$ cat config.mk
export PLATFORM = sky130hd
export DESIGN_NAME = cna_cordic
export DESIGN_NICKNAME = d
export VERILOG_FILES = /design/src/sv/assert_macros.svh /design/src/sv/cna_pkg.sv /design/src/sv/cna_cordic.sv
export SDC_FILE = /design/constraint.sdc
export NUM_CORES = 2
export LEC_CHECK = 0
export ABC_CLOCK_PERIOD_IN_PS = 5650
export BUFFER_PORTS_ARGS = -buffer_cell sky130_fd_sc_hd__buf_2
export CAP_MARGIN = 10
export CELL_PAD_IN_SITES_DETAIL_PLACEMENT = 0
export CELL_PAD_IN_SITES_GLOBAL_PLACEMENT = 1
export CORE_MARGIN = 2
export CORE_UTILIZATION = 45
export CTS_CLUSTER_DIAMETER = 150
export DETAILED_ROUTE_END_ITERATION = 16
export GPL_TIMING_DRIVEN = 0
export PLACE_DENSITY = 0.83
export SYNTH_ARGS = -nofsm -noshare
export SYNTH_HDL_FRONTEND = slang
export SYNTH_SLANG_ARGS = --single-unit
$ cat constraint.sdc
create_clock -name clk -period 5.65 [get_ports clk]
set_input_delay 1.13 -clock clk [delete_from_list [all_inputs] [get_ports clk]]
set_output_delay 1.13 -clock clk [all_outputs]
set_load 0.1 [all_outputs]
$ cat src/sv/assert_macros.svh
// Assertion helpers for the RTL; complex_number_alu_core.sv includes them.
`ifndef ASSERT_MACROS_SVH
`define ASSERT_MACROS_SVH

// Same-cycle implication, checked against clk and rst_n of the including module.
`define CNA_ASSERT_IMPLIES(label, ante, cons) \
  label: assert property (@(posedge clk) disable iff (!rst_n) (ante) |-> (cons)) \
    else $error("same-cycle implication failed");

// Next-cycle implication, checked against clk and rst_n of the including module.
`define CNA_ASSERT_NEXT(label, ante, cons) \
  label: assert property (@(posedge clk) disable iff (!rst_n) (ante) |=> (cons)) \
    else $error("next-cycle implication failed");

`endif

$ cat src/sv/cna_pkg.sv
package cna_pkg;

  localparam int WORD_BITS  = 16;
  localparam int FRAC_BITS  = 12;
  localparam int ANGLE_FRAC = 30;
  localparam int PROD_BITS  = 2 * WORD_BITS;
  localparam int SUM_BITS   = 2 * WORD_BITS + 1;
  localparam int SAT_BITS   = 2 * WORD_BITS + 2;
  localparam int ANGLE_BITS = 32;

  typedef logic [2:0] kind_t;
  localparam kind_t KIND_ADD  = 3'd0;
  localparam kind_t KIND_SUB  = 3'd1;
  localparam kind_t KIND_MUL  = 3'd2;
  localparam kind_t KIND_DIV  = 3'd3;
  localparam kind_t KIND_CONJ = 3'd4;
  localparam kind_t KIND_MAG  = 3'd5;
  localparam kind_t KIND_ARG  = 3'd6;
  localparam kind_t KIND_EQ   = 3'd7;

  typedef logic signed [WORD_BITS-1:0] word_t;

  localparam word_t WORD_MAX = {1'b0, {(WORD_BITS-1){1'b1}}};
  localparam word_t WORD_MIN = {1'b1, {(WORD_BITS-1){1'b0}}};

  localparam logic signed [ANGLE_BITS-1:0] HALF_PI_Q30 = 32'sd1686629713;

  localparam logic signed [ANGLE_BITS-1:0] ATAN_Q30 [32] = '{
    32'sd843314857, 32'sd497837829, 32'sd263043837, 32'sd133525159,
    32'sd67021687,  32'sd33543516,  32'sd16775851,  32'sd8388437,
    32'sd4194283,   32'sd2097149,   32'sd1048575,   32'sd524288,
    32'sd262144,    32'sd131072,    32'sd65536,     32'sd32768,
    32'sd16384,     32'sd8192,      32'sd4096,      32'sd2048,
    32'sd1024,      32'sd512,       32'sd256,       32'sd128,
    32'sd64,        32'sd32,        32'sd16,        32'sd8,
    32'sd4,         32'sd2,         32'sd1,         32'sd0
  };

  typedef struct packed {
    word_t val;
    logic  ov;
  } sat_t;

  typedef struct packed {
    word_t re;
    word_t im;
    logic  ov;
  } part_res_t;

  typedef struct packed {
    part_res_t res;
    logic      dz;
  } div_res_t;

  function automatic sat_t sat_wide(input logic signed [SAT_BITS-1:0] v);
    sat_t r;
    if (v > SAT_BITS'(WORD_MAX)) begin
      r.val = WORD_MAX;
      r.ov  = 1'b1;
    end else if (v < SAT_BITS'(WORD_MIN)) begin
      r.val = WORD_MIN;
      r.ov  = 1'b1;
    end else begin
      r.val = word_t'(v);
      r.ov  = 1'b0;
    end
    return r;
  endfunction

endpackage

$ cat src/sv/cna_cordic.sv
module cna_cordic #(
  parameter int STEPS = 16
) (
  input  logic               clk,
  input  logic               en,
  input  cna_pkg::word_t     a_re,
  input  cna_pkg::word_t     a_im,
  output cna_pkg::part_res_t res
);

  localparam int XW = cna_pkg::WORD_BITS + 3;
  localparam int ZW = cna_pkg::ANGLE_BITS;
  localparam int ZS = cna_pkg::ANGLE_FRAC - cna_pkg::FRAC_BITS;
  localparam logic signed [ZW-1:0] POS_AXIS = cna_pkg::HALF_PI_Q30 >>> ZS;
  localparam logic signed [ZW-1:0] NEG_AXIS = (-cna_pkg::HALF_PI_Q30) >>> ZS;

  logic signed [XW-1:0] x_r  [STEPS];
  logic signed [XW-1:0] y_r  [STEPS];
  logic signed [ZW-1:0] z_r  [STEPS];
  logic        [2:0]    fl_r [STEPS];

  logic signed [XW-1:0] x_p  [STEPS];
  logic signed [XW-1:0] y_p  [STEPS];
  logic signed [ZW-1:0] z_p  [STEPS];
  logic        [2:0]    fl_p [STEPS];

  logic signed [ZW-1:0] angle;
  cna_pkg::sat_t        angle_sat;

  always_comb begin
    if (a_re < 0) begin
      x_p[0] = -XW'(a_re);
      y_p[0] = -XW'(a_im);
    end else begin
      x_p[0] = XW'(a_re);
      y_p[0] = XW'(a_im);
    end
    z_p[0]  = '0;
    fl_p[0] = {a_re == 0, a_im > 0, a_im < 0};
    for (int s = 1; s < STEPS; s++) begin
      x_p[s]  = x_r[s-1];
      y_p[s]  = y_r[s-1];
      z_p[s]  = z_r[s-1];
      fl_p[s] = fl_r[s-1];
    end
  end

  always_ff @(posedge clk) begin
    if (en) begin
      for (int s = 0; s < STEPS; s++) begin
        fl_r[s] <= fl_p[s];
        if (y_p[s] >= 0) begin
          x_r[s] <= x_p[s] + (y_p[s] >>> s);
          y_r[s] <= y_p[s] - (x_p[s] >>> s);
          z_r[s] <= z_p[s] + cna_pkg::ATAN_Q30[s];
        end else begin
          x_r[s] <= x_p[s] - (y_p[s] >>> s);
          y_r[s] <= y_p[s] + (x_p[s] >>> s);
          z_r[s] <= z_p[s] - cna_pkg::ATAN_Q30[s];
        end
      end
    end
  end

  always_comb begin
    if (fl_r[STEPS-1][2]) begin
      if (fl_r[STEPS-1][1]) begin
        angle = POS_AXIS;
      end else if (fl_r[STEPS-1][0]) begin
        angle = NEG_AXIS;
      end else begin
        angle = '0;
      end
    end else begin
      angle = z_r[STEPS-1] >>> ZS;
    end
  end

  assign angle_sat = cna_pkg::sat_wide(cna_pkg::SAT_BITS'(angle));

  assign res.re = angle_sat.val;
  assign res.im = '0;
  assign res.ov = angle_sat.ov;

endmodule

==> flow_summary.json <==
{
  "outcome": "complete, no violations",
  "ys_seq_elements": 944,
  "io_buffer_count": 48,
  "area_growth_syn_to_layout_pct": 9.703,
  "fin_crit_sh": 0.9807,
  "end_kind": "flop",
  "worstMarginPinSlew_ns": 0.9938,
  "final_cell_mix": "944 x edfxtp_1, 936 x ha_1, 667 x xnor2_1, 635 x a21oi_1, 554 x nor2_1",
  "crit-reg2reg-launch": "y_r[0][132]$_DFFE_PP_",
  "drive_gt1_frac": 0.05076,
  "cts_tree": "built",
  "finalHoldViolations": 0,
  "die_area_um2": 169800,
  "top_layer": "met4",
  "grt_pass1_wl_um": 268800,
  "holdBufCountCts": 0,
  "dp.final_hpwl_um": 132100,
  "arrival_ns": 6.05,
  "core-area_um2": 165200,
  "finalCriticalPeriod_ns": 5.541,
  "clock_skew_ns": 0.07725,
  "routed-wl-met3_um": 5191,
  "synth_ff_type": "edfxtp_1",
  "synth_edf_count": 944,
  "grt_max_degree": 70,
  "clk_pin_slew_ns": 0.06,
  "yosysUniqueCellTypes": 89,
  "rows": 149,
  "antenna_found_initial": 1,
  "gp_congestion": 0.8731,
  "report.final.slew_viol_count": 0,
  "n_antenna_cell": 0,
  "grt_pass1_vias": 54300,
  "placed_cells": 9886,
  "nets": 8818,
  "cts_max_level": 3,
  "mostFrequentLayoutCell": "edfxtp_1",
  "worst_setup_path_start_kind": "primary input",
  "detail_route.first_pass.iterations": 5,
  "cts_setup_buffers": 0,
  "fin_util": 0.4977,
  "crit_chain": "buf_12 -> buf_8 -> buf_4 -> clkbuf_4 -> buf_8 -> nand2_2 -> inv_1 -> clkbuf_4 -> ha_1 -> fa_1 -> a21oi_1 -> nor3_1 -> o21ai_0 -> a2111oi_2 -> a2111oi_2 -> a21oi_1 -> a211oi_1 -> nor2_1 -> a31o_2 -> xor2_1",
  "numCtsBuffers": 109,
  "slowest_stage": "fa_1",
  "detail-route-antenna-nets": 0,
  "cp_data_required_time_ns": 6.16,
  "min-delay-start": "fl_r[1][13]$_DFFE_PP_",
  "dr_wl_met2_um": 83610,
  "crit_family": "compound AO/OA/AOI/OAI gates",
  "drtIter0Drc": 2960,
  "wl_per_cell_um": 16.41,
  "die_h_um": 412.1,
  "synthArstFlopShare": 0,
  "wl_met1_um": 70910,
  "via_per_inst": 5.504,
  "max_stage_delay_ns": 0.42,
  "hold_class": "reg -> reg",
  "syn_inst": 7611,
  "path_buf_inv": 7,
  "initial_utilization": 0.4537,
  "cts.sinks": 944,
  "layoutNonFillerInstCount": 10090,
  "cts_root_buf": "clkbuf_16",
  "route.detailed.drc": 0,
  "crit_type": "in -> reg",
  "yosysWarnings": 0,
  "cts_max_path_buffers": 3,
  "dr_total_vias": 55530,
  "crit_fanout": 50,
  "max_freq_ghz": 0.1805,
  "worstSetupStartpoint": "en",
  "insertion_delay_ns": 0.77,
  "io_pins": 67,
  "grtUsageTotal": 0.1916,
  "fp.dieW_um": 412.1,
  "overflow": 0,
  "syn_area_per_cell_um2": 9.846,
  "finalSetupViolCount": 0,
  "ys_seq_area_frac": 0.3783,
  "slew_headroom": 0.3313,
  "synth_area_um2": 74940,
  "wirelength_um": 165600,
  "cap_violations": 0
}
registers in the layout (all words and copies together) (netlist names):
name,flops
z_r,378
fl_r,48
x_r,252
y_r,266
cells in the mapped netlist, drive strengths merged (43+ instances only):
cell type | number | area share
edfxtp | 944 | 0.38
ha | 936 | 0.16
xnor2 | 668 | 0.078
a21oi | 637 | 0.043
nor2 | 555 | 0.028
nand2 | 526 | 0.026
inv | 440 | 0.022
o21ai | 418 | 0.028
xor2 | 299 | 0.035
a21o | 215 | 0.022
nor3 | 210 | 0.014
nand3 | 159 | 0.011
o21bai | 122 | 0.012
nor2b | 115 | 0.0096
nand2b | 112 | 0.0094
o31ai | 91 | 0.0091
or3 | 86 | 0.0072
clkbuf | 85 | 0.0043
and3 | 76 | 0.0064
o21a | 75 | 0.0075
a211oi | 72 | 0.0073
a21boi | 70 | 0.0070
and2 | 63 | 0.0053
a31oi | 43 | 0.0036
what timing repair did:
item | 4_1_cts | 5_1_grt
endpoints found under the setup margin | 641 | 40
gates resized for setup | 33 | 27
cloned | 0 | 1
endpoints found under the hold margin | 0 | 0
pin swaps | 1 | 0
cell families (layout without fill, tap and decap cells):
logic type / Yosys count / in the layout / synth area share
AO/OA/AOI/OAI: 2004 / 2004 / 0.1696
AND/OR/NAND/NOR: 2106 / 2106 / 0.1361
flip-flops: 944 / 944 / 0.3783
adder cells (fa/ha/maj): 978 / 978 / 0.1675
XOR/XNOR: 967 / 967 / 0.1133
other: 2 / 21 / 0.0001002
buffers and inverters: 569 / 839 / 0.02960
multiplexers: 41 / 41 / 0.005543
path summary, 6_finish.rpt:
check | end | slack [ns] | depth (start not counted)
setup / recovery | z_r[1][61]$_DFFE_PP_ | 0.11 | 20
hold / removal | fl_r[1][16]$_DFFE_PP_ | 0.40 | 0
setup reg to reg | z_r[0][254]$_DFFE_PP_ | 0.66 | 14
hold reg to reg | fl_r[1][16]$_DFFE_PP_ | 0.40 | 0
area by class of cell:
type                       instances  area (um^2)
fill                           15080        82970
inverter                         446         1685
clock buffer                     127         2816
timing repair inverter             1        5.005
timing repair buffer              68        598.1
tap                             2189         2739
buffer                           119        640.6
sequential                       944        28350
clock inverter                    78        892.1
multi-input combinational       6117        44480
metal layers:
metal	GRT usage	up-vias
met4	0.06752	0
li1	-	28340
met1	0.2271	26070
met5	0	-
met2	0.3554	847
met3	0.02121	276
per-stage QoR:
step           worst slack (ns)  instance area (um^2)  setup TNS (ns)  hold slack (ns)
6_report                 0.1089                 82210               0           0.4037
3_3_place_gp             -4.447                 77990        -3094.03           0.4002
5_1_grt                -0.01924                 82210        -0.03880           0.4055
2_1_floorplan            0.1961                 75010               0           0.4003
4_1_cts                 0.02304                 82150               0           0.3917
3_5_place_dp             -3.889                 78360        -1308.27           0.4052
Power is left out: the tool's default activity adds up to more than one toggle a clock period on the data nets, which glitch-free logic cannot reach.
