<file path="src/sv/assert_macros.svh">
// Assertion helpers for the RTL; complex_number_alu_core.sv includes them.
`ifndef ASSERT_MACROS_SVH
`define ASSERT_MACROS_SVH

// Same-cycle implication, checked against clk and rst_n of the including module.
`define CNA_ASSERT_IMPLIES(label, ante, cons) \
  label: assert property (@(posedge clk) disable iff (!rst_n) (ante) |-> (cons)) \
    else $error("same-cycle implication failed");

// Next-cycle implication, checked against clk and rst_n of the including module.
`define CNA_ASSERT_NEXT(label, ante, cons) \
  label: assert property (@(posedge clk) disable iff (!rst_n) (ante) |=> (cons)) \
    else $error("next-cycle implication failed");

`endif

</file>
<file path="src/sv/cna_pkg.sv">
package cna_pkg;

  localparam int WORD_BITS  = 16;
  localparam int FRAC_BITS  = 12;
  localparam int ANGLE_FRAC = 30;
  localparam int PROD_BITS  = 2 * WORD_BITS;
  localparam int SUM_BITS   = 2 * WORD_BITS + 1;
  localparam int SAT_BITS   = 2 * WORD_BITS + 2;
  localparam int ANGLE_BITS = 32;

  typedef logic [2:0] kind_t;
  localparam kind_t KIND_ADD  = 3'd0;
  localparam kind_t KIND_SUB  = 3'd1;
  localparam kind_t KIND_MUL  = 3'd2;
  localparam kind_t KIND_DIV  = 3'd3;
  localparam kind_t KIND_CONJ = 3'd4;
  localparam kind_t KIND_MAG  = 3'd5;
  localparam kind_t KIND_ARG  = 3'd6;
  localparam kind_t KIND_EQ   = 3'd7;

  typedef logic signed [WORD_BITS-1:0] word_t;

  localparam word_t WORD_MAX = {1'b0, {(WORD_BITS-1){1'b1}}};
  localparam word_t WORD_MIN = {1'b1, {(WORD_BITS-1){1'b0}}};

  localparam logic signed [ANGLE_BITS-1:0] HALF_PI_Q30 = 32'sd1686629713;

  localparam logic signed [ANGLE_BITS-1:0] ATAN_Q30 [32] = '{
    32'sd843314857, 32'sd497837829, 32'sd263043837, 32'sd133525159,
    32'sd67021687,  32'sd33543516,  32'sd16775851,  32'sd8388437,
    32'sd4194283,   32'sd2097149,   32'sd1048575,   32'sd524288,
    32'sd262144,    32'sd131072,    32'sd65536,     32'sd32768,
    32'sd16384,     32'sd8192,      32'sd4096,      32'sd2048,
    32'sd1024,      32'sd512,       32'sd256,       32'sd128,
    32'sd64,        32'sd32,        32'sd16,        32'sd8,
    32'sd4,         32'sd2,         32'sd1,         32'sd0
  };

  typedef struct packed {
    word_t val;
    logic  ov;
  } sat_t;

  typedef struct packed {
    word_t re;
    word_t im;
    logic  ov;
  } part_res_t;

  typedef struct packed {
    part_res_t res;
    logic      dz;
  } div_res_t;

  function automatic sat_t sat_wide(input logic signed [SAT_BITS-1:0] v);
    sat_t r;
    if (v > SAT_BITS'(WORD_MAX)) begin
      r.val = WORD_MAX;
      r.ov  = 1'b1;
    end else if (v < SAT_BITS'(WORD_MIN)) begin
      r.val = WORD_MIN;
      r.ov  = 1'b1;
    end else begin
      r.val = word_t'(v);
      r.ov  = 1'b0;
    end
    return r;
  endfunction

endpackage

</file>
<file path="src/sv/cna_div.sv">
module cna_div (
  input  logic                                  clk,
  input  logic                                  en,
  input  logic signed [cna_pkg::SUM_BITS-1:0]   num_re,
  input  logic signed [cna_pkg::SUM_BITS-1:0]   num_im,
  input  logic        [cna_pkg::PROD_BITS-1:0]  den,
  output cna_pkg::div_res_t                     res
);

  localparam int WB = cna_pkg::WORD_BITS;
  localparam int PB = cna_pkg::PROD_BITS;
  localparam int SW = cna_pkg::SUM_BITS;
  localparam int RW = PB + WB;
  localparam int NS = WB + 1;

  logic          [RW-1:0] rem_r [NS][2];
  logic          [WB-1:0] q_r   [NS][2];
  logic                   neg_r [NS][2];
  logic                   sat_r [NS][2];
  logic          [PB-1:0] den_r [NS];
  logic                   dz_r  [NS];

  logic signed   [SW-1:0] num   [2];
  logic                   neg0  [2];
  logic          [RW-1:0] dvd0  [2];
  logic                   sat0  [2];
  cna_pkg::sat_t          part  [2];

  always_comb begin
    logic signed [SW-1:0] mag;
    num[0] = num_re;
    num[1] = num_im;
    for (int p = 0; p < 2; p++) begin
      neg0[p] = num[p][SW-1];
      mag     = neg0[p] ? -num[p] : num[p];
      dvd0[p] = RW'(mag[PB-1:0]) << cna_pkg::FRAC_BITS;
      sat0[p] = dvd0[p] >= (RW'(den) << WB);
    end
  end

  always_ff @(posedge clk) begin
    if (en) begin
      den_r[0] <= den;
      dz_r[0]  <= (den == '0);
      for (int p = 0; p < 2; p++) begin
        rem_r[0][p] <= dvd0[p];
        q_r[0][p]   <= '0;
        neg_r[0][p] <= neg0[p];
        sat_r[0][p] <= sat0[p];
      end
      for (int s = 1; s < NS; s++) begin
        den_r[s] <= den_r[s-1];
        dz_r[s]  <= dz_r[s-1];
        for (int p = 0; p < 2; p++) begin
          neg_r[s][p] <= neg_r[s-1][p];
          sat_r[s][p] <= sat_r[s-1][p];
          if (rem_r[s-1][p] >= (RW'(den_r[s-1]) << (WB - s))) begin
            rem_r[s][p] <= rem_r[s-1][p] - (RW'(den_r[s-1]) << (WB - s));
            q_r[s][p]   <= q_r[s-1][p] | (WB'(1) << (WB - s));
          end else begin
            rem_r[s][p] <= rem_r[s-1][p];
            q_r[s][p]   <= q_r[s-1][p];
          end
        end
      end
    end
  end

  always_comb begin
    logic signed [WB+1:0] sq;
    for (int p = 0; p < 2; p++) begin
      sq = $signed({2'b00, q_r[NS-1][p]});
      if (neg_r[NS-1][p]) begin
        sq = -sq;
      end
      if (sat_r[NS-1][p]) begin
        part[p].val = neg_r[NS-1][p] ? cna_pkg::WORD_MIN : cna_pkg::WORD_MAX;
        part[p].ov  = 1'b1;
      end else begin
        part[p] = cna_pkg::sat_wide(cna_pkg::SAT_BITS'(sq));
      end
    end
  end

  assign res.res.re = part[0].val;
  assign res.res.im = part[1].val;
  assign res.res.ov = part[0].ov | part[1].ov;
  assign res.dz     = dz_r[NS-1];

endmodule

</file>
<file path="config.mk">
export PLATFORM = sky130hd
export DESIGN_NAME = cna_div
export DESIGN_NICKNAME = d
export VERILOG_FILES = /design/src/sv/assert_macros.svh /design/src/sv/cna_pkg.sv /design/src/sv/cna_div.sv
export SDC_FILE = /design/constraint.sdc
export NUM_CORES = 2
export LEC_CHECK = 0
export BUFFER_PORTS_ARGS = -buffer_cell sky130_fd_sc_hd__buf_2
export CORE_MARGIN = 10
export CORE_UTILIZATION = 40
export CTS_CLUSTER_SIZE = 30
export DETAILED_ROUTE_END_ITERATION = 12
export PLACE_DENSITY_LB_ADDON = 0.08
export SYNTH_ARGS = -nofsm -noshare
export SYNTH_HDL_FRONTEND = slang
export SYNTH_SLANG_ARGS = --single-unit
export TNS_END_PERCENT = 50
</file>
<file path="constraint.sdc">
create_clock -name clk -period 4.9 [get_ports clk]
set_input_delay 0.49 -clock clk [delete_from_list [all_inputs] [get_ports clk]]
set_output_delay 0.49 -clock clk [all_outputs]
set_load 0.02 [all_outputs]
</file>
==> flow_metrics.py <==
metrics = {
    "worst_setup_path": {
        "cp_max_fo": 4,
        "path_class": "flip-flop to flip-flop",
        "max_stage_delay_ns": 1.03,
        "cp_cell_sequence": "ha_1 > nor2b_1 > o31ai_1 > a21oi_1 > a2111oi_0 > buf_4 > o21ai_0 > buf_4 > a211oi_1 > o21bai_1 > nor2b_1 > o21ai_0 > nand2b_1 > mux2_2",
        "worstPathRequired_ns": 5.51,
        "cp-start-kind": "flip-flop",
        "cp_top_family": "compound AO/OA/AOI/OAI gates",
        "cp-end-kind": "flip-flop",
        "crit_arrival_ns": 5.51,
        "crit_buf_inv": 2,
        "cpMaxStageDelayCell": "a2111oi_0",
    },
    "floorplan": {
        "die_area_sq_um": 360600,
        "rows": 213,
        "die_w_um": 600.5,
        "core-area_sq_um": 336100,
        "initial_core_util_pct": 40.11,
        "die_h_um": 600.5,
        "pin_count": 134,
    },
    "route": {
        "drt-vias-per-instance": 5.629,
        "antenna_left": 0,
        "post-route-drc-count": 0,
        "wl_um": 459800,
        "first_iter_violations": 8394,
        "routed-via-count": 102700,
        "first_pass_iters": 8,
        "drt-wirelength-per-cell_um": 25.20,
    },
    "synthesis": {
        "syn_inst": 13040,
        "yosysSeqAreaShare_pct": 47.79,
        "synth.area.top_cells": "edfxtp_1, ha_1, o21ai_0",
        "synthMuxAreaShare_pct": 1.081,
        "synth_compound_area_share_pct": 17.29,
        "synth_simple_gate_area_share_pct": 12.79,
        "synth-xor-area-share_pct": 7.226,
        "synth.largest_area_cell": "edfxtp_1",
        "async_flop_share_pct": 0,
        "synth.yosys.warnings": 0,
        "syn_area_per_cell_sq_um": 10.34,
        "synth_area_sq_um": 134800,
        "ys_ff_latch": 2145,
        "ys_types": 95,
        "synth_edf_count": 2145,
        "ys.flop_type": "edfxtp_1",
        "postSynthNetCount": 14240,
        "synth_fa_ha_area_share_pct": 10.43,
        "synth_top_family_by_area": "compound AO/OA/AOI/OAI gates",
        "synthDominantCellAreaShare_pct": 47.79,
    },
    "sta": {
        "tns_ns": 0,
        "report.final.slew_viol_count": 0,
        "relSlewSlack_pct": 13.82,
        "hold_viol": 0,
        "rsz0062_at_grt": "true",
        "fmax_mhz": 204.1,
        "skew_ns": 0.05733,
        "setup_violations": 0,
        "tightest_slew_ns": 1.283,
        "timing.final.crit_share_pct": 99.99,
        "min_period_ns": 4.899,
    },
    "global_routing": {
        "grt-ovfl-total": 0,
        "grt_pass1_vias": 101100,
        "grt_max_degree": 169,
        "grt_pass1_wl_um": 674500,
        "grt_use_total_pct": 24.41,
        "antenna_found_initial": 19,
    },
    "hold_path": {
        "worstHoldPathType": "input port to flip-flop",
    },
    "power": {
        "cellPowerDensity_nw_per_um2": 610.6,
        "clockPowerShare_pct": 21.2,
        "leakage_nw": 60.30,
        "pwr-share-comb_pct": 44.5,
        "switching_share_pct": 39.98,
        "seq_power_share_pct": 34.3,
        "p_int_mw": 55.93,
        "power_mw": 93.19,
        "ir_drop_uv": 311.5,
        "netSwitchingPower_mw": 37.26,
    },
    "finish": {
        "num-fill-cells": 31410,
        "multi_input_area_sq_um": 66030,
        "fin_area_sq_um": 152600,
        "layout-drive-gt1-share_pct": 8.774,
        "nNetsFinal": 14730,
        "regArea_sq_um": 64410,
        "syn2layout_area_growth_pct": 13.23,
    },
    "clock_network": {
        "clk_pin_slew_ns": 0.06,
        "htree_levels": 5,
        "clock_sinks": 2145,
        "clockRootBuffer": "clkbuf_16",
        "clock_latency_ns": 0.91,
        "cts_inserted_buffers": 262,
        "postCtsSetupBuffers": 0,
        "cts_tree": "done",
        "cts.path.max_buffers": 4,
    },
    "flow_run": {
        "drv_cap": 0,
    },
    "outcome": {
        "status": "completed",
    },
    "placed_design": {
        "dp_hpwl_um": 374200,
        "port-buffer-count": 133,
        "place_area_sq_um": 143300,
        "place.gp.congestion": 0.9519,
    },
}
[worst register-to-register path, stage by stage (launching register included)]
cell and delay, ns:
edfxtp_1 0.43, ha_1 0.39, nor2b_1 0.18, o31ai_1 0.41
a21oi_1 0.24, a2111oi_0 1.03, buf_4 0.26, o21ai_0 0.10
buf_4 0.16, a211oi_1 0.31, o21bai_1 0.20, nor2b_1 0.17
o21ai_0 0.35, nand2b_1 0.11, mux2_2 0.28
[synthesized netlist by cell type (124+ instances only)]
| library cell | n |
|---|---|
| a21o_1 | 621 |
| a21oi_1 | 1012 |
| clkbuf_1 | 351 |
| edfxtp_1 | 2145 |
| ha_1 | 1076 |
| inv_1 | 826 |
| mux2_2 | 124 |
| nand2_1 | 1200 |
| nand2b_1 | 195 |
| nand3_1 | 222 |
| nand4_1 | 203 |
| nor2_1 | 729 |
| nor2b_1 | 148 |
| nor3_1 | 256 |
| o21a_1 | 146 |
| o21ai_0 | 1128 |
| xnor2_1 | 635 |
| xor2_1 | 477 |
[per-stage QoR]
| step | util, % | setup WS, ns | hold WS (ns) | std cells |
|---|---|---|---|---|
| 2_1_floorplan | - | 0.2722 | 0.4003 | 13040 |
| 3_3_place_gp | 42.65 | -0.4118 | 0.4007 | 17710 |
| 3_5_place_dp | 42.65 | -0.3176 | 0.4045 | 17710 |
| 4_1_cts | 45.39 | 0.04382 | 0.001656 | 18240 |
| 5_1_grt | 45.41 | -0.1347 | 0.04189 | 18240 |
| 6_report | 45.41 | 0.0006830 | 0.07531 | 18240 |
[what timing repair did]
action                                  in CTS  in global routing
gates resized for setup                      0                 16
hold buffers                                65                  0
endpoints found under the setup margin       0                 21
endpoints found under the hold margin       86                  0
[layer usage]
layer  track usage, %  vias to the layer above  wire, um
li1                 -                    49230         -
met1            32.41                    50290    202300
met2            41.87                     2550    220600
met3            2.467                      615     19950
met4            8.010                        2     16960
met5                0                        -        13
[cell type report]
| class | count | share of cell area (%) |
|---|---|---|
| multi-input combinational | 9676 | 43.27 |
| sequential | 2145 | 42.21 |
| clock inverter | 157 | 1.162 |
| antenna | 7 | 0.01148 |
| tap | 4515 | 3.702 |
| inverter | 831 | 2.044 |
| clock buffer | 305 | 4.458 |
| timing repair buffer | 608 | 3.152 |
[cells in the final DEF, fill, tap and decap left out, types with 33 or more instances in the layout]
cell type / n
edfxtp_1: 2145
nand2_1: 1200
o21ai_0: 1124
ha_1: 1076
a21oi_1: 1004
inv_1: 826
nor2_1: 728
xnor2_1: 635
a21o_1: 618
xor2_1: 477
buf_4: 378
clkbuf_16: 266
nor3_1: 255
nand3_1: 222
nand4_1: 203
nand2b_1: 193
nor2b_1: 147
o21a_1: 145
buf_2: 132
mux2_2: 124
nor4_1: 113
a31oi_1: 113
o21bai_1: 106
o31ai_1: 103
a211oi_1: 96
and3_1: 90
or3_1: 89
dlygate4sd3_1: 65
o211ai_1: 64
or2_2: 61
clkinv_1: 52
and2_1: 50
or4_1: 41
clkbuf_1: 39
a21boi_0: 36
o31a_1: 35
buf_12: 33
[flip-flops by register name, summed over array words and instances (netlist names)]
name   cells
den_r    512
dz_r      17
neg_r     34
q_r      272
rem_r   1276
sat_r     34
[final timing paths]
check	depth (start not counted)	slack [ns]	endpoint	from
worst max-delay path	14	0.0007	rem_r[3][93]	rem_r[2][63]
worst min-delay path	3	0.08	rem_r[0][80]	num_re[20]
worst max register to register	14	0.0007	rem_r[3][93]	rem_r[2][63]
worst min register to register	0	0.41	q_r[8][11]	q_r[7][11]
[kinds of logic (layout without fill, tap and decap cells)]
family,Yosys count,in the layout
fa+ha+maj,1106,1106
xor+xnor,1112,1112
compound gates,3771,3771
other cells,0,7
simple gates,3557,3557
mux,130,130
flops,2145,2145
buf+inv,1216,1901
[power by group through the flow]
stage / Clock, mW / Sequential (mW) / Combinational [mW]
floorplan: 0 / 29.5 / 28.5
global placement: 0 / 32.3 / 40.8
detailed placement: 0 / 32.2 / 41.0
CTS: 20.3 / 31.9 / 41.3
global route: 21.0 / 32.2 / 45.7
finish: 19.8 / 31.9 / 41.5
No activity file was read; power rests on OpenSTA's default activity.
