==> config.mk <==
export PLATFORM = sky130hd
export DESIGN_NAME = cna_sqrt
export DESIGN_NICKNAME = d
export VERILOG_FILES = /design/src/sv/assert_macros.svh /design/src/sv/cna_pkg.sv /design/src/sv/cna_sqrt.sv
export SDC_FILE = /design/constraint.sdc
export NUM_CORES = 1
export LEC_CHECK = 0
export ABC_AREA = 1
export BUFFER_PORTS_ARGS = -buffer_cell sky130_fd_sc_hd__buf_2
export CORE_MARGIN = 2
export CORE_UTILIZATION = 50
export CTS_CLUSTER_SIZE = 16
export DETAILED_ROUTE_END_ITERATION = 16
export PLACE_DENSITY = 0.66
export SYNTH_ARGS = -nofsm -noshare
export SYNTH_HDL_FRONTEND = slang
export SYNTH_SLANG_ARGS = --single-unit
==> constraint.sdc <==
create_clock -name clk -period 2.42 [get_ports clk]
set_input_delay 0.121 -clock clk [delete_from_list [all_inputs] [get_ports clk]]
set_output_delay 0.121 -clock clk [all_outputs]
set_load 0.05 [all_outputs]
==> src/sv/assert_macros.svh <==
// Assertion helpers for the RTL; complex_number_alu_core.sv includes them.
`ifndef ASSERT_MACROS_SVH
`define ASSERT_MACROS_SVH

// Same-cycle implication, checked against clk and rst_n of the including module.
`define CNA_ASSERT_IMPLIES(label, ante, cons) \
  label: assert property (@(posedge clk) disable iff (!rst_n) (ante) |-> (cons)) \
    else $error("same-cycle implication failed");

// Next-cycle implication, checked against clk and rst_n of the including module.
`define CNA_ASSERT_NEXT(label, ante, cons) \
  label: assert property (@(posedge clk) disable iff (!rst_n) (ante) |=> (cons)) \
    else $error("next-cycle implication failed");

`endif

==> src/sv/cna_pkg.sv <==
package cna_pkg;

  localparam int WORD_BITS  = 16;
  localparam int FRAC_BITS  = 12;
  localparam int ANGLE_FRAC = 30;
  localparam int PROD_BITS  = 2 * WORD_BITS;
  localparam int SUM_BITS   = 2 * WORD_BITS + 1;
  localparam int SAT_BITS   = 2 * WORD_BITS + 2;
  localparam int ANGLE_BITS = 32;

  typedef logic [2:0] kind_t;
  localparam kind_t KIND_ADD  = 3'd0;
  localparam kind_t KIND_SUB  = 3'd1;
  localparam kind_t KIND_MUL  = 3'd2;
  localparam kind_t KIND_DIV  = 3'd3;
  localparam kind_t KIND_CONJ = 3'd4;
  localparam kind_t KIND_MAG  = 3'd5;
  localparam kind_t KIND_ARG  = 3'd6;
  localparam kind_t KIND_EQ   = 3'd7;

  typedef logic signed [WORD_BITS-1:0] word_t;

  localparam word_t WORD_MAX = {1'b0, {(WORD_BITS-1){1'b1}}};
  localparam word_t WORD_MIN = {1'b1, {(WORD_BITS-1){1'b0}}};

  localparam logic signed [ANGLE_BITS-1:0] HALF_PI_Q30 = 32'sd1686629713;

  localparam logic signed [ANGLE_BITS-1:0] ATAN_Q30 [32] = '{
    32'sd843314857, 32'sd497837829, 32'sd263043837, 32'sd133525159,
    32'sd67021687,  32'sd33543516,  32'sd16775851,  32'sd8388437,
    32'sd4194283,   32'sd2097149,   32'sd1048575,   32'sd524288,
    32'sd262144,    32'sd131072,    32'sd65536,     32'sd32768,
    32'sd16384,     32'sd8192,      32'sd4096,      32'sd2048,
    32'sd1024,      32'sd512,       32'sd256,       32'sd128,
    32'sd64,        32'sd32,        32'sd16,        32'sd8,
    32'sd4,         32'sd2,         32'sd1,         32'sd0
  };

  typedef struct packed {
    word_t val;
    logic  ov;
  } sat_t;

  typedef struct packed {
    word_t re;
    word_t im;
    logic  ov;
  } part_res_t;

  typedef struct packed {
    part_res_t res;
    logic      dz;
  } div_res_t;

  function automatic sat_t sat_wide(input logic signed [SAT_BITS-1:0] v);
    sat_t r;
    if (v > SAT_BITS'(WORD_MAX)) begin
      r.val = WORD_MAX;
      r.ov  = 1'b1;
    end else if (v < SAT_BITS'(WORD_MIN)) begin
      r.val = WORD_MIN;
      r.ov  = 1'b1;
    end else begin
      r.val = word_t'(v);
      r.ov  = 1'b0;
    end
    return r;
  endfunction

endpackage

==> src/sv/cna_sqrt.sv <==
module cna_sqrt (
  input  logic                                 clk,
  input  logic                                 en,
  input  logic [cna_pkg::PROD_BITS-1:0]        sq,
  output cna_pkg::part_res_t                   res
);

  localparam int WB = cna_pkg::WORD_BITS;
  localparam int TW = 2 * WB + 1;

  logic [TW-1:0] rem_r  [WB];
  logic [WB-1:0] root_r [WB];
  logic [TW-1:0] trial0;
  cna_pkg::sat_t root_sat;

  assign trial0 = TW'(1) << (2 * (WB - 1));

  always_ff @(posedge clk) begin
    if (en) begin
      if (TW'(sq) >= trial0) begin
        rem_r[0]  <= TW'(sq) - trial0;
        root_r[0] <= WB'(1) << (WB - 1);
      end else begin
        rem_r[0]  <= TW'(sq);
        root_r[0] <= '0;
      end
      for (int s = 1; s < WB; s++) begin
        if (rem_r[s-1] >= ((TW'(root_r[s-1]) << (WB - s)) +
                           (TW'(1) << (2 * (WB - 1 - s))))) begin
          rem_r[s]  <= rem_r[s-1] - ((TW'(root_r[s-1]) << (WB - s)) +
                                     (TW'(1) << (2 * (WB - 1 - s))));
          root_r[s] <= root_r[s-1] | (WB'(1) << (WB - 1 - s));
        end else begin
          rem_r[s]  <= rem_r[s-1];
          root_r[s] <= root_r[s-1];
        end
      end
    end
  end

  assign root_sat = cna_pkg::sat_wide(cna_pkg::SAT_BITS'($signed({1'b0, root_r[WB-1]})));

  assign res.re = root_sat.val;
  assign res.im = '0;
  assign res.ov = root_sat.ov;

endmodule

==> flow_metrics.py, run 1 <==
metrics = {
    "outcome": {
        "status": "complete, no violations",
    },
    "detailed_routing": {
        "drt_pass1_iterations": 6,
        "antenna_left": 0,
        "routedWlPerCell_um": 18.0,
        "drt_wl_total_mm": 99.1,
        "drt-initial-drc-count": 2488,
        "avgViaCountPerCell": 5.16,
        "vias": 28300,
        "route.detailed.drc": 0,
    },
    "sta": {
        "period_minus_slack_ns": 2.34,
        "fin_crit_sh_pct": 96.7,
        "fin_hold_ws_ns": 0.192,
        "hold_viol": 0,
        "max_freq_ghz": 0.427,
        "max_slew_margin_pct": 41.8,
        "finalMaxSlewViolations": 0,
        "setup_violations": 0,
        "tightestPinTransition_ns": 0.873,
        "skew_ns": 0.0669,
        "rsz0062_at_grt": "yes",
    },
    "floorplan": {
        "die_h_um": 275,
        "die_x_um": 275,
        "rows": 99,
        "core_um2": 72700,
        "die_area_um2": 75400,
        "start_util_pct": 50.3,
        "io_pins": 67,
    },
    "finish": {
        "area_growth_pct": 14.9,
        "fill_cells": 6505,
        "regArea_um2": 18900,
        "layout.cells.non_filler": 5495,
        "diodes": 0,
        "drive_gt1_share_pct": 11.6,
        "multi_input_area_um2": 15100,
        "nets": 4663,
    },
    "clock_network": {
        "clock_latency_ns": 0.65,
        "cts_made_buffers": 71,
        "cts_num_sinks": 631,
        "clockBufferDepth": 3,
        "root_buffer": "clkbuf_16",
        "htree_levels": 3,
        "cts.reportedPaths.clkPinSlew_ns": 0.06,
        "tritoncts": "built",
    },
    "placement": {
        "dp_cells": 5313,
        "dp_hpwl_mm": 77.5,
        "place_congestion": 0.917,
        "io_buffer_count": 49,
    },
    "global_route": {
        "grt_pass1_wl_mm": 153,
        "antenna_found_initial": 1,
        "overflow": 0,
        "grt_pass1_vias": 27500,
        "grt_util_all_layers_pct": 26.5,
        "grt_max_degree": 143,
    },
    "yosys": {
        "synth_edf_count": 631,
        "synth_cell_types": 59,
        "synth_top_cell_area_share_pct": 51.8,
        "synth_seq_cells": 631,
        "synthCells": 4232,
        "yosys_warnings": 0,
        "synth_area_um2": 36600,
        "ys_top_cells_by_count": "nand2_1, inv_1, edfxtp_1, nor2_1, nand3_1",
        "syn_area_per_cell_um2": 8.65,
        "seq_area_frac_synth_pct": 51.8,
        "synthFlopType": "edfxtp_1",
        "synth_area_leader_cell": "edfxtp_1",
        "yosysMostFrequentCell": "nand2_1",
        "synthTopCellsByArea": "edfxtp_1, nand2_1, inv_1",
        "synth_async_sr_flop_share_pct": 0,
    },
    "worst_setup_path": {
        "worstPathArrival_ns": 2.72,
        "cp.required_ns": 2.80,
        "critPathMaxFanout": 4,
        "worstSetupStartpointType": "flip-flop",
        "cp-end-kind": "flip-flop",
        "crit_type": "flip-flop to flip-flop",
    },
    "power": {
        "total_power_mw": 32.5,
        "irDropWorstVdd_uv": 653,
        "p_leak_nw": 18.6,
        "p_per_area_nw_per_um2": 773,
    },
    "job": {
        "drv_cap": 0,
    },
    "hold_path": {
        "hold_path.class": "primary input to flip-flop",
    },
}
## per-stage QoR
stage | worst slack [ns] | cell area (um^2) | setup TNS, ns | util [%]
floorplan | 0.184 | 36700 | 0 | -
global placement | -0.0434 | 38700 | -0.123 | 53.2
detailed placement | -0.00741 | 38700 | -0.00741 | 53.2
CTS | 0.00647 | 41500 | 0 | 57.1
global route | -0.0492 | 42100 | -0.101 | 57.8
finish | 0.0794 | 42100 | 0 | 57.8
## worst paths after layout
kind,start,to,slack (ns),cells after the start
max reg2reg,rem_r[1][171]$_DFFE_PP_,rem_r[1][224]$_DFFE_PP_,0.08,10
min,sq[19],rem_r[0][19]$_DFFE_PP_,0.19,2
min reg2reg,root_r[2][12]$_DFFE_PP_,root_r[2][28]$_DFFE_PP_,0.43,0
max,rem_r[1][171]$_DFFE_PP_,rem_r[1][224]$_DFFE_PP_,0.08,10
## flip-flops by register name (all words and copies together) (netlist names)
name and cells:
rem_r 495, root_r 136
## critical path, stage by stage (launching register included)
cell and delay, ns:
edfxtp_1 0.48, ha_1 0.41, nand2_1 0.10, inv_1 0.14
nand2_1 0.09, o21bai_1 0.41, nand2_1 0.14, nand3_1 0.10
nand2_1 0.08, nand2_1 0.07, inv_1 0.04
## layout make-up
cell class,count,area share (%)
sequential,631,45.1
multi-input combinational,2864,35.9
inverter,696,6.28
clock buffer,80,4.31
timing repair buffer,215,4.01
tap,959,2.85
clock inverter,50,1.62
## cell usage in the layout, fill, tap and decap left out, drive strengths merged, types with 11 or more instances in the layout
cell	count
nor2	520
a21oi	100
buf	182
dlygate4sd3	33
nand4	96
edfxtp	631
nand2	1221
o21bai	11
ha	150
nand3b	40
xnor2	44
nand3	274
conb	17
bufinv	11
inv	697
nor3	80
clkbuf	80
clkinv	34
nor4	23
o21ai	131
xor2	80
or2	31
## report_power, final
part | switching (mW) | total (mW) | internal [mW]
sequential | 0.987 | 14.5 | 13.5
combinational | 4.30 | 6.66 | 2.36
clock | 4.71 | 11.4 | 6.69
## cells by family after synthesis
| logic type | synth area share, % |
|---|---|
| adders and majority gates | 5.13 |
| AOI/OAI and AO/OA | 4.22 |
| buffers and inverters | 8.36 |
| and+or+nand+nor | 27.6 |
| xor gates and xnor gates | 2.97 |
| DFF | 51.8 |
| other | 0.0102 |
## repair_timing
action	in CTS	in global routing
resized for setup	1	94
setup buffers	1	16
hold buffers	33	0
endpoints found under the hold margin	53	0
pin swaps	1	13
cloned	1	1
endpoints found under the setup margin	1	136
## routing by layer
| metal | GRT usage (%) | share of wire [%] | vias up |
|---|---|---|---|
| met5 | 0 | 0 | - |
| met4 | 9.84 | 3.7 | 0 |
| met3 | 3.00 | 4.7 | 177 |
| met2 | 46.6 | 50 | 741 |
| met1 | 33.7 | 42 | 13100 |
| li1 | - | - | 14300 |
Power figures use the tool's default switching activity.
==> inputs of run 2 (changes only) <==
CTS_BUF_LIST = sky130_fd_sc_hd__clkbuf_16   (was not set)
==> run 2 against run 1 <==
  * Flip-flop and latch count did not move
  * Count of clock-buffer cells in the layout fell by 9
  * Non-clock buffer count fell by 1
  * Total power barely moved
  * Critical path depth did not move
  * Sequential power barely moved
  * Setup slack got worse by 0.042 ns
  * Global-route usage barely moved
  * Critical path type unchanged
  * Largest cell class unchanged
==> flow_metrics.py, run 2 (same netlist as run 1, synthesis figures left out) <==
metrics = {
    "global_route": {
        "grt_pass1_vias": 27500,
        "antenna_found_initial": 1,
        "grt_max_degree": 143,
        "grt_pass1_wl_mm": 153,
        "overflow": 0,
        "grt_util_all_layers_pct": 26.5,
    },
    "hold_path": {
        "holdCritStartpoint": "sq[19]",
        "hold_path.class": "primary input to flip-flop",
        "whs_endpoint": "rem_r[0][19]$_DFFE_PP_",
        "hold-path-cell-count": 2,
    },
    "worst_setup_path": {
        "r2r_start": "rem_r[1][171]$_DFFE_PP_",
        "crit_type": "flip-flop to flip-flop",
        "r2r-end": "rem_r[1][224]$_DFFE_PP_",
        "worstSetupStartpointType": "flip-flop",
        "cp.required_ns": 2.80,
        "r2r_setup_slack_ns": 0.04,
        "reg2reg_depth": 10,
        "cp-end-kind": "flip-flop",
        "critPathMaxFanout": 4,
        "worstPathArrival_ns": 2.76,
    },
    "finish": {
        "diodes": 0,
        "reg_top3": "rem_r (495), root_r (136)",
        "regMostFlops": "rem_r",
        "fin_area_um2": 42000,
        "nets": 4662,
        "drive_gt1_share_pct": 11.6,
        "largest_reg_flops": 495,
        "finalCoreUtilization_pct": 57.8,
        "final_common_cell": "nand2_1",
        "final_cell_mix": "nand2_1, inv_1, edfxtp_1",
        "area_growth_pct": 14.8,
    },
    "sta": {
        "max_slew_margin_pct": 41.7,
        "hold_viol": 0,
        "fin_crit_sh_pct": 98.4,
        "fin_setup_tns_ns": 0,
        "finalMaxSlewViolations": 0,
        "period_minus_slack_ns": 2.38,
        "setup_violations": 0,
        "rsz0062_at_grt": "yes",
        "max_freq_ghz": 0.420,
        "skew_ns": 0.0662,
        "tightestPinTransition_ns": 0.874,
    },
    "power": {
        "irDropWorstVdd_uv": 654,
        "p_leak_nw": 18.7,
        "p_per_area_nw_per_um2": 773,
    },
    "detailed_routing": {
        "drt-initial-drc-count": 2487,
        "drt_wl_total_mm": 99.1,
        "drt_pass1_iterations": 6,
        "routedWlPerCell_um": 18.0,
        "route.detailed.drc": 0,
        "avgViaCountPerCell": 5.16,
        "vias": 28400,
        "antenna_left": 0,
    },
    "clock_network": {
        "cts_made_buffers": 71,
        "cts_num_sinks": 631,
        "cts.reportedPaths.clkPinSlew_ns": 0.06,
        "htree_levels": 3,
        "tritoncts": "built",
        "clockBufferDepth": 3,
        "root_buffer": "clkbuf_16",
        "clock_latency_ns": 0.65,
    },
    "placement": {
        "place_congestion": 0.917,
        "io_buffer_count": 49,
        "detailed_place.area_um2": 38700,
        "dp_hpwl_mm": 77.5,
    },
    "floorplan": {
        "die_x_um": 275,
        "die_area_um2": 75400,
        "die_h_um": 275,
        "start_util_pct": 50.3,
        "io_pins": 67,
        "core_um2": 72700,
        "rows": 99,
    },
    "outcome": {
        "status": "complete, no violations",
    },
    "job": {
        "drv_cap": 0,
    },
}
[run 2: cell count changes in the layout (fill, tap and decap cells not counted), sizes merged]
| cell | previous run | this run |
|---|---|---|
| buf | 182 | 181 |
| clkbuf | 80 | 71 |
| inv | 697 | 706 |
[run 2: timing repair]
action,CTS,global route
cloned,1,1
buffers inserted,0,16
resized for setup,1,93
pin swaps,1,12
hold endpoints to repair,54,0
hold buffers,33,0
setup endpoints to repair,1,137
[run 2: per-stage QoR]
step                      hold slack [ns]  power [mW]  setup WS (ns)  cells
after global routing                0.178        34.1        -0.0492   5494
final                               0.195        32.5         0.0378   5494
after global placement              0.313        21.0        -0.0434   5313
after floorplan                     0.220        18.8          0.184   4248
after detailed placement            0.315        21.0       -0.00741   5313
after CTS                           0.154        32.5       0.000400   5477
[run 2: metal layers]
metal,share of wire [%],vias up,track usage (%)
met5,0,-,0
met4,3.5,0,9.84
met3,4.5,161,3.00
met2,50,734,46.6
met1,42,13200,33.7
li1,-,14300,-
[run 2: critical path, cell delays in order (launching register included)]
cell	delay, ns
edfxtp_1	0.48
ha_1	0.41
nand2_1	0.10
inv_1	0.15
nand2_1	0.10
o21bai_1	0.43
nand2_1	0.14
nand3_1	0.10
nand2_1	0.09
nand2_1	0.07
inv_1	0.04
[run 2: final cells by class]
type	instances	area, um^2
flip-flops and latches	631	18900
clock inverters	59	714
multi-input cells	2864	15100
fillers	6505	30700
clock buffers	71	1780
inverters	696	2640
well taps	959	1200
repair buffers	214	1680
[run 2: power breakdown]
part	total (mW)	switching [mW]	internal, mW
combinational	6.66	4.31	2.36
sequential	14.5	0.987	13.5
clock	11.4	4.72	6.65
[run 2: worst max path at each step]
| stage | startpoint | to | depth (start not counted) |
|---|---|---|---|
| 2_1_floorplan | en | rem_r[1][132]$_DFFE_PP_ | 3 |
| 4_1_cts | root_r[2][23]$_DFFE_PP_ | rem_r[1][80]$_DFFE_PP_ | 11 |
| 3_3_place_gp | root_r[2][58]$_DFFE_PP_ | rem_r[1][144]$_DFFE_PP_ | 10 |
| 5_1_grt | root_r[2][28]$_DFFE_PP_ | rem_r[1][97]$_DFFE_PP_ | 12 |
| 3_5_place_dp | root_r[2][58]$_DFFE_PP_ | rem_r[1][144]$_DFFE_PP_ | 10 |
| 6_report | rem_r[1][171]$_DFFE_PP_ | rem_r[1][224]$_DFFE_PP_ | 10 |
==> inputs of run 3 (changes only) <==
CORE_UTILIZATION = 45   (was 50)
PLACE_DENSITY = not set   (was 0.66)
clock period = 2.9 ns   (was 2.42 ns; I/O delays follow)
==> run 3 against run 2 <==
  * Non-clock buffer count decreased by 105
  * Routed wire length shrank 0.76%
  * Flip-flop and latch count stayed put
  * Highest routed layer is now met5
  * Maximum frequency fell by 7.2%
  * Critical path depth increased by 4
  * Total power fell by 18%
  * Clock skew rose by 0.0015 ns
==> flow_metrics.py, run 3 (same netlist as run 1, synthesis figures left out) <==
metrics = {
    "outcome": {
        "status": "complete, no violations",
    },
    "worst_setup_path": {
        "cp_common_cell": "nand2_1",
        "cp-end-kind": "flip-flop",
        "crit_slowest_cell": "edfxtp_1",
        "slowest_delay_ns": 0.46,
        "crit_type": "flip-flop to flip-flop",
        "path_delay_family": "simple AND/OR/NAND/NOR gates",
        "critPathMaxFanout": 4,
        "worst-path-stages": 14,
        "worstPathBufferInverterCount": 3,
        "r2r-end": "rem_r[1][123]$_DFFE_PP_",
        "r2r_setup_slack_ns": 0.33,
        "reg2reg_depth": 14,
        "worstPathCellList": "inv_1 > ha_1 > nand2_1 > inv_1 > nand2_1 > nand3_1 > nand2_1 > nand2_1 > nand2_1 > nand2_1 > nand2_1 > nand2_1 > inv_1 > nor2_1",
        "cp.required_ns": 3.33,
        "r2r_start": "root_r[2][38]$_DFFE_PP_",
        "worstSetupStartpointType": "flip-flop",
        "worstPathArrival_ns": 3.00,
    },
    "detailed_routing": {
        "drt_wl_total_mm": 98.4,
        "avgViaCountPerCell": 5.13,
        "route.detailed.drc": 0,
        "drt-initial-drc-count": 2327,
        "antenna_left": 0,
        "drt_pass1_iterations": 5,
        "vias": 28100,
        "routedWlPerCell_um": 18.0,
    },
    "sta": {
        "max_freq_ghz": 0.390,
        "hold_viol": 0,
        "period_minus_slack_ns": 2.57,
        "skew_ns": 0.0677,
        "setup_violations": 0,
        "tightestPinTransition_ns": 0.864,
        "fin_setup_tns_ns": 0,
        "finalMaxSlewViolations": 0,
        "fin_crit_sh_pct": 88.5,
        "rsz0062_at_grt": "no",
        "max_slew_margin_pct": 42.4,
    },
    "floorplan": {
        "io_pins": 67,
        "die_h_um": 289,
        "die_x_um": 289,
        "start_util_pct": 45.4,
        "core_um2": 80500,
        "die_area_um2": 83600,
        "rows": 104,
    },
    "finish": {
        "diodes": 0,
        "final_common_cell": "nand2_1",
        "fill_cells": 7511,
        "nets": 4556,
        "final_cell_mix": "nand2_1, inv_1, edfxtp_1",
        "reg_top3": "rem_r (495), root_r (136)",
        "area_growth_pct": 11.5,
        "regArea_um2": 18900,
        "drive_gt1_share_pct": 7.89,
        "multi_input_area_um2": 14700,
        "regMostFlops": "rem_r",
        "largest_reg_flops": 495,
    },
    "global_route": {
        "grt_max_degree": 109,
        "grt_pass1_vias": 26700,
        "antenna_found_initial": 1,
        "overflow": 0,
        "grt_util_all_layers_pct": 23.8,
        "grt_pass1_wl_mm": 153,
    },
    "hold_path": {
        "hold-path-cell-count": 2,
        "holdCritStartpoint": "en",
        "whs_endpoint": "rem_r[1][180]$_DFFE_PP_",
        "hold_path.class": "primary input to flip-flop",
    },
    "clock_network": {
        "cts_num_sinks": 631,
        "cts_made_buffers": 72,
        "tritoncts": "built",
        "htree_levels": 3,
        "cts.reportedPaths.clkPinSlew_ns": 0.07,
        "clockBufferDepth": 3,
        "cts_resized": 0,
        "root_buffer": "clkbuf_16",
        "post_cts_buffers": 0,
        "clock_latency_ns": 0.66,
    },
    "power": {
        "p_sw_share_pct": 31.0,
        "total_power_mw": 26.5,
        "switching_power_mw": 8.23,
        "irDropWorstVdd_uv": 461,
        "p_clk_share_pct": 34.7,
        "p_int_mw": 18.3,
        "p_per_area_nw_per_um2": 650,
        "p_leak_nw": 18.1,
        "p_comb_share_pct": 19.9,
        "seq_power_share_pct": 45.4,
    },
    "placement": {
        "io_buffer_count": 49,
        "dp_hpwl_mm": 78.1,
        "place_congestion": 0.975,
    },
    "job": {
        "drv_cap": 0,
    },
}
## run 3: layout make-up
type                       count  share of cell area, %
inverter                     696                   6.42
tap                         1060                   3.25
timing repair buffer         109                   2.08
clock buffer                  72                   4.41
multi-input combinational   2862                   35.9
clock inverter                51                   1.50
sequential                   631                   46.4
## run 3: metal layers
layer  wire length, um  up-vias  global-route usage [%]
met1             43000    13100                    31.7
met3              5150      173                    3.05
met4              3360        2                    7.87
met2             46900      773                    40.3
li1                  -    14100                       -
met5                10        -                       0
## run 3: worst max-delay path by stage
| stage | from | end | slack, ns |
|---|---|---|---|
| finish | root_r[2][38]$_DFFE_PP_ | rem_r[1][123]$_DFFE_PP_ | 0.33 |
| global route | rem_r[1][113]$_DFFE_PP_ | rem_r[1][144]$_DFFE_PP_ | 0.12 |
| CTS | rem_r[1][117]$_DFFE_PP_ | rem_r[1][144]$_DFFE_PP_ | 0.32 |
| detailed placement | rem_r[1][117]$_DFFE_PP_ | rem_r[1][144]$_DFFE_PP_ | 0.38 |
| global placement | root_r[2][58]$_DFFE_PP_ | rem_r[1][144]$_DFFE_PP_ | 0.35 |
| floorplan | en | rem_r[1][132]$_DFFE_PP_ | 0.64 |
## run 3: power by group through the flow
| stage | registers [mW] | clock network, mW | logic (mW) |
|---|---|---|---|
| floorplan | 11.8 | 0 | 3.89 |
| global placement | 12.2 | 0 | 5.18 |
| detailed placement | 12.2 | 0 | 5.17 |
| CTS | 12.1 | 9.42 | 5.23 |
| global route | 12.1 | 9.79 | 5.97 |
| finish | 12.1 | 9.22 | 5.27 |
## run 3: repair_timing
item | CTS | global route
setup endpoints to repair | 0 | 0
hold buffers | 32 | 0
hold endpoints to repair | 32 | 0
## run 3: stage by stage
stage                     setup slack [ns]  instances  cell area [um^2]  hold slack, ns  util, %
after floorplan                      0.640       4248             36700           0.244        -
after global placement               0.348       5326             38100           0.340     47.3
after detailed placement             0.379       5326             38100           0.339     47.3
after CTS                            0.319       5481             40800           0.101     50.7
after global routing                 0.118       5481             40800           0.125     50.7
final                                0.334       5481             40800           0.135     50.7
